`src/rtl/sed_pkg.sv`:
```
// Shared types, character codes and helper functions for the string escape decoder.
// Used by string_escape_decoder_core; depends on nothing else.
`default_nettype none
package sed_pkg;

  typedef struct packed {
    logic [7:0] in_char;
    logic       raw_mode;
    logic       final_char;
  } in_item_t;

  typedef struct packed {
    logic [7:0] out_byte;
    logic       byte_valid;
    logic       bad_hex;
    logic       literal_end;
    logic       run_last;
  } out_item_t;

  typedef enum logic [4:0] {
    MODE_NORMAL = 5'b00001,
    MODE_ESC    = 5'b00010,
    MODE_OCT    = 5'b00100,
    MODE_HEX0   = 5'b01000,
    MODE_HEX1   = 5'b10000
  } mode_t;

  localparam logic [7:0] CHAR_LF     = 8'h0A;
  localparam logic [7:0] CHAR_CR     = 8'h0D;
  localparam logic [7:0] CHAR_BSLASH = 8'h5C;
  localparam logic [7:0] CHAR_QUOTE  = 8'h27;
  localparam logic [7:0] CHAR_DQUOTE = 8'h22;
  localparam logic [7:0] CHAR_X      = 8'h78;
  localparam logic [7:0] CHAR_ZERO   = 8'h30;
  localparam logic [7:0] CHAR_SEVEN  = 8'h37;

  localparam logic [1:0] OCT_MAX_DIGITS = 2'd3;

  // Result entry with all fields clear.
  localparam out_item_t NO_ITEM = '{out_byte: 8'h00, byte_valid: 1'b0, bad_hex: 1'b0,
                                     literal_end: 1'b0, run_last: 1'b0};

  function automatic logic is_hex(input logic [7:0] c);
    return (c >= 8'h30 && c <= 8'h39) || (c >= 8'h61 && c <= 8'h66) ||
           (c >= 8'h41 && c <= 8'h46);
  endfunction

  function automatic logic [3:0] hex_val(input logic [7:0] c);
    logic [7:0] v;
    if (c >= 8'h30 && c <= 8'h39) v = c - 8'h30;
    else if (c >= 8'h61 && c <= 8'h66) v = c - 8'h57;
    else if (c >= 8'h41 && c <= 8'h46) v = c - 8'h37;
    else v = 8'h00;
    return v[3:0];
  endfunction

  function automatic logic is_oct(input logic [7:0] c);
    return (c >= CHAR_ZERO) && (c <= CHAR_SEVEN);
  endfunction

  function automatic out_item_t mk_item(input logic [7:0] b, input logic valid,
                                        input logic bad);
    out_item_t r;
    r = NO_ITEM;
    r.out_byte   = valid ? b : 8'h00;
    r.byte_valid = valid;
    r.bad_hex    = bad;
    return r;
  endfunction

endpackage
`default_nettype wire

```
`src/rtl/string_escape_decoder_core.sv`:
```
// Top level of the string escape decoder: decode state, escape logic and result buffer.
// Depends on sed_pkg for item types, mode codes and character helpers.
`default_nettype none
// Decodes the body of one string literal, one byte per input transaction, into
// result transactions of decoded bytes (CR LF and lone CR become LF; escapes are
// decoded unless raw_mode is set). Each input byte is decoded in the cycle it is
// accepted and its zero, one or two results land in a two-entry result buffer.
// While the output side keeps up, an item that yields at most one result leaves room for
// the next, so a steady stream runs at one byte per cycle; an item that yields two
// results fills the buffer, which stalls the input until the first of them is taken.
// The item flagged final_char always yields at least one result,
// carries literal_end on its last result and returns the decoder to reset state.
module string_escape_decoder_core (
  input  wire logic               clk,
  input  wire logic               rst_n,
  input  wire logic               in_valid,
  output logic                    in_stall,
  input  wire sed_pkg::in_item_t  in_data,
  output logic                    out_valid,
  input  wire logic               out_stall,
  output sed_pkg::out_item_t      out_data
);

  sed_pkg::mode_t     mode_r, mode_nxt;
  logic [8:0]         oacc_r, oacc_nxt;
  logic [1:0]         ocnt_r, ocnt_nxt;
  logic [7:0]         hfd_r, hfd_nxt;
  logic               after_cr_r, after_cr_nxt;

  sed_pkg::out_item_t slot0_r, slot0_nxt, slot1_r, slot1_nxt;
  logic [1:0]         cnt_r, cnt_nxt;

  logic               in_acc, out_acc;

  // Decode stage results.
  sed_pkg::mode_t     md;
  logic [8:0]         macc;
  logic [1:0]         mcnt;
  logic [7:0]         mhfd;
  sed_pkg::out_item_t d0, d1, fl, r0, r1;
  logic [1:0]         dn, rn;
  logic               fn;
  logic [7:0]         c;
  logic               drop;
  logic [8:0]         oacc_step;

  assign out_valid = (cnt_r != 2'd0);
  assign out_data  = slot0_r;
  assign out_acc   = out_valid && !out_stall;
  assign in_stall  = (cnt_r == 2'd2) || ((cnt_r == 2'd1) && out_stall);
  assign in_acc    = in_valid && !in_stall;

  assign oacc_step = {oacc_r[5:0], 3'(c - sed_pkg::CHAR_ZERO)};

  always_comb begin
    drop = after_cr_r && (in_data.in_char == sed_pkg::CHAR_LF);
    c    = (in_data.in_char == sed_pkg::CHAR_CR) ? sed_pkg::CHAR_LF : in_data.in_char;
    md   = mode_r;
    macc = oacc_r;
    mcnt = ocnt_r;
    mhfd = hfd_r;
    d0   = sed_pkg::NO_ITEM;
    d1   = sed_pkg::NO_ITEM;
    dn   = 2'd0;

    if (drop) begin
      // The LF of a CR LF pair was already produced by the CR.
    end else if (in_data.raw_mode) begin
      d0 = sed_pkg::mk_item(c, 1'b1, 1'b0);
      dn = 2'd1;
    end else begin
      case (mode_r)
        sed_pkg::MODE_ESC: begin
          md = sed_pkg::MODE_NORMAL;
          dn = 2'd1;
          case (c)
            sed_pkg::CHAR_LF: dn = 2'd0;
            8'h61: d0 = sed_pkg::mk_item(8'h07, 1'b1, 1'b0);
            8'h62: d0 = sed_pkg::mk_item(8'h08, 1'b1, 1'b0);
            8'h66: d0 = sed_pkg::mk_item(8'h0C, 1'b1, 1'b0);
            8'h6E: d0 = sed_pkg::mk_item(8'h0A, 1'b1, 1'b0);
            8'h72: d0 = sed_pkg::mk_item(8'h0D, 1'b1, 1'b0);
            8'h74: d0 = sed_pkg::mk_item(8'h09, 1'b1, 1'b0);
            8'h76: d0 = sed_pkg::mk_item(8'h0B, 1'b1, 1'b0);
            sed_pkg::CHAR_QUOTE, sed_pkg::CHAR_DQUOTE, sed_pkg::CHAR_BSLASH:
              d0 = sed_pkg::mk_item(c, 1'b1, 1'b0);
            sed_pkg::CHAR_X: begin
              md = sed_pkg::MODE_HEX0;
              dn = 2'd0;
            end
            default: begin
              if (sed_pkg::is_oct(c)) begin
                md   = sed_pkg::MODE_OCT;
                macc = {6'd0, 3'(c - sed_pkg::CHAR_ZERO)};
                mcnt = 2'd1;
                dn   = 2'd0;
              end else begin
                // Unknown escape keeps its backslash.
                d0 = sed_pkg::mk_item(sed_pkg::CHAR_BSLASH, 1'b1, 1'b0);
                d1 = sed_pkg::mk_item(c, 1'b1, 1'b0);
                dn = 2'd2;
              end
            end
          endcase
        end
        sed_pkg::MODE_OCT: begin
          if (sed_pkg::is_oct(c) && (ocnt_r < sed_pkg::OCT_MAX_DIGITS)) begin
            macc = oacc_step;
            mcnt = ocnt_r + 2'd1;
            if (mcnt == sed_pkg::OCT_MAX_DIGITS) begin
              d0 = sed_pkg::mk_item(oacc_step[7:0], 1'b1, 1'b0);
              dn = 2'd1;
              md = sed_pkg::MODE_NORMAL;
            end
          end else begin
            d0 = sed_pkg::mk_item(oacc_r[7:0], 1'b1, 1'b0);
            if (c == sed_pkg::CHAR_BSLASH) begin
              md = sed_pkg::MODE_ESC;
              dn = 2'd1;
            end else begin
              md = sed_pkg::MODE_NORMAL;
              d1 = sed_pkg::mk_item(c, 1'b1, 1'b0);
              dn = 2'd2;
            end
          end
        end
        sed_pkg::MODE_HEX0, sed_pkg::MODE_HEX1: begin
          if (sed_pkg::is_hex(c)) begin
            if (mode_r == sed_pkg::MODE_HEX0) begin
              mhfd = c;
              md   = sed_pkg::MODE_HEX1;
            end else begin
              d0 = sed_pkg::mk_item({sed_pkg::hex_val(hfd_r), sed_pkg::hex_val(c)},
                                    1'b1, 1'b0);
              dn = 2'd1;
              md = sed_pkg::MODE_NORMAL;
            end
          end else begin
            // A broken hex escape is flagged and the breaking byte decodes as plain.
            d0 = sed_pkg::mk_item(hfd_r, (mode_r == sed_pkg::MODE_HEX1), 1'b1);
            if (c == sed_pkg::CHAR_BSLASH) begin
              md = sed_pkg::MODE_ESC;
              dn = 2'd1;
            end else begin
              md = sed_pkg::MODE_NORMAL;
              d1 = sed_pkg::mk_item(c, 1'b1, 1'b0);
              dn = 2'd2;
            end
          end
        end
        default: begin
          if (c == sed_pkg::CHAR_BSLASH) begin
            md = sed_pkg::MODE_ESC;
          end else begin
            md = sed_pkg::MODE_NORMAL;
            d0 = sed_pkg::mk_item(c, 1'b1, 1'b0);
            dn = 2'd1;
          end
        end
      endcase
    end

    // Flush of whatever escape is still pending after this byte.
    fn = 1'b1;
    case (md)
      sed_pkg::MODE_ESC:  fl = sed_pkg::mk_item(sed_pkg::CHAR_BSLASH, 1'b1, 1'b0);
      sed_pkg::MODE_OCT:  fl = sed_pkg::mk_item(macc[7:0], 1'b1, 1'b0);
      sed_pkg::MODE_HEX0: fl = sed_pkg::mk_item(8'h00, 1'b0, 1'b1);
      sed_pkg::MODE_HEX1: fl = sed_pkg::mk_item(mhfd, 1'b1, 1'b1);
      default: begin
        fl = sed_pkg::NO_ITEM;
        fn = 1'b0;
      end
    endcase

    // At most two results survive; an empty final item still reports the end.
    r0 = d0;
    r1 = d1;
    rn = dn;
    if (in_data.final_char) begin
      if (dn == 2'd0) begin
        r0 = fn ? fl : sed_pkg::NO_ITEM;
        rn = 2'd1;
      end else if ((dn == 2'd1) && fn) begin
        r1 = fl;
        rn = 2'd2;
      end
    end
    if (rn == 2'd2) begin
      r1.run_last    = 1'b1;
      r1.literal_end = in_data.final_char;
    end else begin
      r0.run_last    = 1'b1;
      r0.literal_end = in_data.final_char;
    end

    after_cr_nxt = after_cr_r;
    mode_nxt     = mode_r;
    oacc_nxt     = oacc_r;
    ocnt_nxt     = ocnt_r;
    hfd_nxt      = hfd_r;
    if (in_acc) begin
      after_cr_nxt = (in_data.in_char == sed_pkg::CHAR_CR);
      if (in_data.final_char) begin
        mode_nxt     = sed_pkg::MODE_NORMAL;
        oacc_nxt     = 9'd0;
        ocnt_nxt     = 2'd0;
        hfd_nxt      = 8'h00;
        after_cr_nxt = 1'b0;
      end else begin
        mode_nxt = md;
        oacc_nxt = macc;
        ocnt_nxt = mcnt;
        hfd_nxt  = mhfd;
      end
    end

    // Result buffer: pop the head, then load a new item's results.
    slot0_nxt = slot0_r;
    slot1_nxt = slot1_r;
    cnt_nxt   = cnt_r;
    if (out_acc) begin
      slot0_nxt = slot1_r;
      cnt_nxt   = cnt_r - 2'd1;
    end
    if (in_acc) begin
      slot0_nxt = r0;
      slot1_nxt = r1;
      cnt_nxt   = rn;
    end
  end

  always_ff @(posedge clk) begin
    if (!rst_n) begin
      mode_r     <= sed_pkg::MODE_NORMAL;
      oacc_r     <= 9'd0;
      ocnt_r     <= 2'd0;
      hfd_r      <= 8'h00;
      after_cr_r <= 1'b0;
      cnt_r      <= 2'd0;
    end else begin
      mode_r     <= mode_nxt;
      oacc_r     <= oacc_nxt;
      ocnt_r     <= ocnt_nxt;
      hfd_r      <= hfd_nxt;
      after_cr_r <= after_cr_nxt;
      cnt_r      <= cnt_nxt;
    end
  end

  always_ff @(posedge clk) begin
    slot0_r <= slot0_nxt;
    slot1_r <= slot1_nxt;
  end

  a_cnt_range: assert property (@(posedge clk) disable iff (!rst_n) cnt_r != 2'd3)
    else $error("result buffer count out of range");

  a_head_pair: assert property (@(posedge clk) disable iff (!rst_n)
    (out_valid && !out_data.run_last) |-> (cnt_r == 2'd2))
    else $error("first of two results without its companion");

  a_end_last: assert property (@(posedge clk) disable iff (!rst_n)
    (out_valid && out_data.literal_end) |-> out_data.run_last)
    else $error("literal end not on last result of its item");

  a_final_reset: assert property (@(posedge clk) disable iff (!rst_n)
    (in_acc && in_data.final_char) |=> (mode_r == sed_pkg::MODE_NORMAL && !after_cr_r))
    else $error("decoder state not cleared after final item");

  a_final_result: assert property (@(posedge clk) disable iff (!rst_n)
    (in_acc && in_data.final_char) |=> out_valid)
    else $error("final item produced no result");

endmodule
`default_nettype wire

```
`config.mk`:
```
export PLATFORM = sky130hd
export DESIGN_NAME = string_escape_decoder_core
export DESIGN_NICKNAME = d
export VERILOG_FILES = /design/src/rtl/sed_pkg.sv /design/src/rtl/string_escape_decoder_core.sv
export SDC_FILE = /design/constraint.sdc
export NUM_CORES = 1
export LEC_CHECK = 0
export BUFFER_PORTS_ARGS = -buffer_cell sky130_fd_sc_hd__buf_2
export CORE_MARGIN = 2
export CORE_UTILIZATION = 31
export CTS_BUF_LIST = sky130_fd_sc_hd__clkbuf_2
export CTS_CLUSTER_DIAMETER = 200
export DETAILED_ROUTE_END_ITERATION = 10
export GPL_TIMING_DRIVEN = 0
export PLACE_DENSITY = 0.49
export SLEW_MARGIN = 20
export SYNTH_ARGS = -nofsm -noshare
export SYNTH_HDL_FRONTEND = slang
export SYNTH_SLANG_ARGS = --single-unit
```
`constraint.sdc`:
```
create_clock -name clk -period 3.8 [get_ports clk]
set_clock_uncertainty 0.15 [all_clocks]
set_input_delay 0.38 -clock clk [delete_from_list [all_inputs] [get_ports clk]]
set_output_delay 0.38 -clock clk [all_outputs]
set_load 0.01 [all_outputs]
```
==> results.json, run 1 <==
{
  "cp.arrival_ps": 3980,
  "setup_viol": 0,
  "clk_latency_ps": 510,
  "cap_violations": 0,
  "drtIter0Drc": 369,
  "htreeDepth": 2,
  "slew_viol_final": 0,
  "min_period_over_period": 0.9826,
  "std_cell_rows": 42,
  "layout.nets": 580,
  "yosys_register_bits": 50,
  "holdCritPathClass": "in2reg",
  "drc": 0,
  "antenna_found_initial": 0,
  "core_area_um2": 13240,
  "diodes": 0,
  "outcome": "finished clean",
  "start_util": 0.3178,
  "dp.cells": 724,
  "timing_hold_violations_final": 0,
  "cts_max_path_buffers": 2,
  "n_fill_cell": 1441,
  "worstSetupPathType": "in2reg",
  "fp.dieW_um": 120.5,
  "clock.fmax_mhz": 267.8,
  "grt_pass1_vias": 4163,
  "routed_wl_mm": 15.36,
  "overflow": 0,
  "synth_cell_types": 77,
  "cts_tree": "yes",
  "yosysWarnings": 0,
  "dp_hpwl_mm": 11.87,
  "synth_nets": 548,
  "clk_pin_slew_ps": 260,
  "io_pins": 28,
  "first_pass_iters": 5,
  "power_density_nw_per_um2": 236.1,
  "grt_max_degree": 22,
  "gr-usage-all-layers": 0.2148,
  "final_common_cell": "nand2_1",
  "avgSynthCellArea_um2": 8.033,
  "instances_no_fill": 733,
  "die_y_um": 120.5,
  "postLayoutCoreUtil": 0.3549,
  "required_ps": 4040,
  "period_needed_ps": 3734,
  "tightest_slew_ps": 1059,
  "cts_inserted_buffers": 5,
  "synth-edff-count": 24,
  "syn-instance-count": 524,
  "wl_per_cell_um": 20.95,
  "synthArstFlopShare": 0,
  "die_area_um2": 14530,
  "ys.flop_type": "dfxtp_1",
  "via_count": 4403,
  "ir_worst_vdd_mv": 0.1248,
  "endpoint_kind": "flop",
  "p_leak_uw": 0.001545,
  "slew_headroom": 0.2865,
  "cts_sinks": 50,
  "syn_area_um2": 4209,
  "hold_buffers": 0,
  "area_growth_pct": 11.65,
  "gp_congestion": 1.000,
  "worstPathMaxFanout": 9,
  "layout_common_cells": "nand2_1, nor2_1, a21oi_1, buf_2",
  "power.total_uw": 1110,
  "synth_seq_area_share": 0.2949,
  "ant_nets": 0,
  "critPathLaunchType": "input port",
  "grt_first_pass_wirelength_mm": 23.88,
  "via_per_inst": 6.007,
  "portBuffers": 23,
  "clockRootBuffer": "clkbuf_2",
  "layout-drive-gt1-share": 0.1490
}
[path summary, 6_finish.rpt]
kind | from | to | depth (start not counted) | slack, ps
min reg2reg | slot1_r[2]$_SDFFCE_PP0P_ | out_data[2]$_DFFE_PP_ | 2 | 420
max | in_data[9] | out_data[9]$_DFFE_PP_ | 15 | 70
min | rst_n | cnt_r[0]$_SDFFE_PN0P_ | 3 | 60
max reg2reg | mode_r[1]$_SDFFE_PN0P_ | out_data[7]$_DFFE_PP_ | 9 | 100
[synthesized netlist by cell type (5+ instances only)]
cell / n / share of area
nor2_1: 40 / 0.036
nand2b_1: 6 / 0.0089
o211ai_1: 9 / 0.016
a21oi_1: 34 / 0.040
nor2b_1: 23 / 0.034
or3_1: 6 / 0.0089
nand2_1: 49 / 0.044
edfxtp_1: 24 / 0.17
clkbuf_1: 23 / 0.021
buf_2: 8 / 0.0095
a22o_1: 5 / 0.010
ha_1: 10 / 0.030
o21a_1: 7 / 0.012
nor3_1: 13 / 0.015
and3_1: 7 / 0.010
a22oi_1: 16 / 0.029
o21ai_0: 27 / 0.032
a211oi_1: 9 / 0.016
nand3_1: 13 / 0.015
o21ai_1: 7 / 0.0083
nand4_1: 6 / 0.0089
mux2i_1: 11 / 0.026
and2_1: 13 / 0.019
nor4_1: 5 / 0.0074
inv_1: 20 / 0.018
dfxtp_1: 26 / 0.12
o22ai_1: 10 / 0.015
[state kept, by name, indices dropped and copies added, names as in the netlist]
register / cells
hfd_r: 8
cnt_r: 2
mode_r: 5
ocnt_r: 2
after_cr_r: 1
oacc_r: 8
slot1_r: 12
out_data: 12
[layer usage]
metal | share of wire | routed length (um) | vias up | track usage
met5 | 0 | 0 | - | 0
met4 | 0.034 | 517 | 0 | 0.08866
met3 | 0.077 | 1181 | 41 | 0.03915
met2 | 0.45 | 6948 | 206 | 0.3340
met1 | 0.44 | 6708 | 2097 | 0.2929
li1 | - | - | 2059 | -
[critical path: stages]
cell and delay, ps:
buf_2 100, or4_1 500, buf_2 190, nor2_2 190, nor2_4 110, ha_2 230
or4_1 440, and3_1 160, clkbuf_1 190, nor3_1 450, o2bb2ai_1 210, o31ai_1 110
a221oi_1 530, a21oi_1 70, o21ai_1 100
[layout make-up]
type                       count  area [um2]  share of cell area
tap                          176       220.2             0.04686
sequential                    50        1241              0.2641
clock buffer                   5       25.02            0.005325
timing repair buffer          26       137.6             0.02929
buffer                        31       133.9             0.02849
clock inverter                 3       16.27            0.003461
multi-input combinational    422        2850              0.6065
inverter                      20       75.07             0.01597
[power by group]
group          switching, uW  internal, uW  leakage (uW)
Sequential              8.67           613      0.000450
Clock                    182          42.3     0.0000280
Combinational            181          82.8       0.00107
Total                    371           738       0.00154
[cells by family (layout without fill, tap and decap cells)]
group	Yosys count	count (layout)	synth area share
XOR/XNOR	5	5	0.01041
adder cells (fa/ha/maj)	10	10	0.02973
flip-flops	50	50	0.2949
AO/OA/AOI/OAI	185	185	0.3139
multiplexers	14	14	0.03419
buffers and inverters	52	85	0.04875
AND/OR/NAND/NOR	208	208	0.2681
[what timing repair did]
item	CTS	global route
pin swaps	1	4
setup buffers	0	2
endpoints found under the setup margin	26	22
hold endpoints to repair	0	0
resized for setup	10	14
[per-stage QoR]
| step | TNS (ps) | area [um2] | hold WS [ps] | worst slack (ps) |
|---|---|---|---|---|
| final | 0 | 4700 | 57.31 | 66.04 |
| after global routing | -37.99 | 4700 | 44.86 | -37.99 |
| after CTS | 0 | 4661 | 47.74 | 4.099 |
| after detailed placement | -26840 | 4567 | 365.4 | -1296 |
| after global placement | -28000 | 4559 | 365.4 | -1337 |
| after floorplan | 0 | 4224 | 336.8 | 16.13 |
No activity file was read; power rests on OpenSTA's default activity.
==> run 2: changes to the inputs <==
--- a/config.mk
+++ b/config.mk
@@ -12,7 +12,8 @@
 export CTS_CLUSTER_DIAMETER = 200
 export DETAILED_ROUTE_END_ITERATION = 10
 export GPL_TIMING_DRIVEN = 0
-export PLACE_DENSITY = 0.49
+export HOLD_SLACK_MARGIN = 0.05
+export PLACE_DENSITY = 0.47
 export SLEW_MARGIN = 20
 export SYNTH_ARGS = -nofsm -noshare
 export SYNTH_HDL_FRONTEND = slang
==> constraint.sdc (replaced) <==
create_clock -name clk -period 4.1 [get_ports clk]
set_clock_uncertainty 0.15 [all_clocks]
set_input_delay 0.41 -clock clk [delete_from_list [all_inputs] [get_ports clk]]
set_output_delay 0.41 -clock clk [all_outputs]
set_load 0.01 [all_outputs]
==> run 2 against run 1 <==
  * Non-clock buffer count decreased by 1
  * Sequential power is 7.2% lower
  * Combinational power shrank 6%
  * Die area is the same
  * First-iteration DRC count increased by 17%
  * Worst setup slack improved by 21 ps
  * Critical endpoint is now out_data[7]$_DFFE_PP_
  * Largest power group unchanged
  * Highest routed layer unchanged
==> results.json, run 2 (same netlist as run 1, synthesis figures left out) <==
{
  "start_util": 0.3178,
  "slew_viol_final": 0,
  "rsz0062_at_grt": "yes",
  "die_area_um2": 14530,
  "period_needed_ps": 4013,
  "ir_worst_vdd_mv": 0.1357,
  "setup_viol": 0,
  "worstPathCellList": "buf_2 -> or4_1 -> buf_2 -> o21a_1 -> ha_1 -> or4_1 -> and3_1 -> clkbuf_1 -> o32ai_1 -> nand3_1 -> nand3_1 -> a21oi_1 -> and3_1 -> a221o_1",
  "hp-start": "rst_n",
  "slew_headroom": 0.2614,
  "timing_hold_violations_final": 0,
  "dp_hpwl_mm": 12.11,
  "required_ps": 4230,
  "std_cell_rows": 42,
  "outcome": "finished clean",
  "rr_worst_depth": 9,
  "area_growth_pct": 12.19,
  "wl_per_cell_um": 21.39,
  "portBuffers": 23,
  "first_pass_iters": 5,
  "endpoint_kind": "flop",
  "drtIter0Drc": 431,
  "final_common_cell": "nand2_1",
  "clk_latency_ps": 470,
  "clk_pin_slew_ps": 270,
  "ant_nets": 0,
  "timing.rr.start": "mode_r[1]$_SDFFE_PN0P_",
  "die_y_um": 120.5,
  "tightest_slew_ps": 1096,
  "overflow": 0,
  "cts_tree": "yes",
  "cp.arrival_ps": 4140,
  "hold_buffers": 0,
  "layout-drive-gt1-share": 0.1385,
  "cap_violations": 0,
  "p_leak_uw": 0.001550,
  "dp_slack_ps": -1133,
  "grt_pass1_vias": 4176,
  "worstPathMaxFanout": 7,
  "core_area_um2": 13240,
  "layout_common_cells": "nand2_1, nor2_1, a21oi_1, buf_2",
  "n_fill_cell": 1431,
  "cts_inserted_buffers": 5,
  "grt_first_pass_wirelength_mm": 24.51,
  "worstSetupPathType": "in2reg",
  "clockRootBuffer": "clkbuf_2",
  "power.total_uw": 1163,
  "routed_wl_mm": 15.66,
  "reg2reg_slack_ps": 480,
  "antenna_found_initial": 0,
  "grt_max_degree": 22,
  "drc": 0,
  "critPathLaunchType": "input port",
  "power_density_nw_per_um2": 246.3,
  "htreeDepth": 2,
  "via_count": 4369,
  "holdCritPathClass": "in2reg",
  "cts_setup_buffers": 0,
  "io_pins": 28,
  "hold_depth": 3,
  "via_per_inst": 5.969,
  "max_stage_delay_ps": 500,
  "clock.fmax_mhz": 249.2,
  "layout.nets": 579,
  "r2r-end": "out_data[7]$_DFFE_PP_",
  "fp.dieW_um": 120.5,
  "gr-usage-all-layers": 0.2201,
  "diodes": 0,
  "cts_sinks": 50,
  "whs_endpoint": "cnt_r[0]$_SDFFE_PN0P_",
  "setup_ws_ps": 86.90,
  "cts_max_path_buffers": 2,
  "gp_congestion": 0.9724,
  "cp_slowest_cell": "or4_1",
  "min_period_over_period": 0.9788
}
[run 2: changes by cell type in the layout (fill, tap and decap cells not counted), sizes merged]
cell	change
clkinv	-2
clkbuf	+1
bufinv	+2
buf	-2
[run 2: layout make-up]
| type | count | area (um2) | area share |
|---|---|---|---|
| Multi-Input combinational cell | 422 | 2835 | 0.6004 |
| Sequential cell | 50 | 1241 | 0.2629 |
| Tap cell | 176 | 220.2 | 0.04663 |
| Buffer | 32 | 133.9 | 0.02835 |
| Timing Repair Buffer | 24 | 122.6 | 0.02597 |
| Inverter | 20 | 75.07 | 0.01590 |
| Clock inverter | 3 | 68.82 | 0.01457 |
| Clock buffer | 5 | 25.02 | 0.005299 |
[run 2: timing repair]
item | 4_1_cts | 5_1_grt
setup endpoints to repair | 18 | 20
endpoints found under the hold margin | 0 | 0
resized for setup | 5 | 13
[run 2: where the power goes]
group          internal [uW]  leakage (uW)  switching, uW
Combinational           76.6       0.00105            170
Sequential               568      0.000450           8.64
Clock                    165     0.0000532            174
[run 2: routing by layer]
layer,vias to the layer above,GRT usage,part of all wire
met2,171,0.3492,0.46
met3,26,0.03915,0.063
met4,0,0.05087,0.017
met1,2117,0.3109,0.46
li1,2055,-,-
met5,-,0,0
[run 2: worst max path at each step]
stage	from	endpoint	slack [ps]	cells past startpoint
finish	in_data[9]	out_data[7]$_DFFE_PP_	90	14
global route	in_data[9]	out_data[10]$_DFFE_PP_	-60	14
CTS	in_data[9]	out_data[7]$_DFFE_PP_	20	14
detailed placement	in_data[4]	out_data[8]$_DFFE_PP_	-1130	14
global placement	in_data[4]	out_data[8]$_DFFE_PP_	-1130	14
floorplan	in_data[6]	out_data[7]$_DFFE_PP_	230	14
[run 2: worst max-delay path: cells and delay by family]
family                     cells  cell delay, ps
AOI/OAI and AO/OA              4            1210
buffers and inverters          3             480
and+or+nand+nor                6            1700
adders and majority gates      1             330
[run 2: per-stage QoR]
stage	area (um2)	TNS (ps)	std cells	hold WS, ps	utilization
floorplan	4209	0	524	336.8	-
global placement	4544	-20050	723	364.9	0.3432
detailed placement	4552	-20010	724	360.5	0.3437
CTS	4677	0	732	116.6	0.3532
global route	4722	-109.2	732	112.8	0.3566
finish	4722	0	732	132.3	0.3566
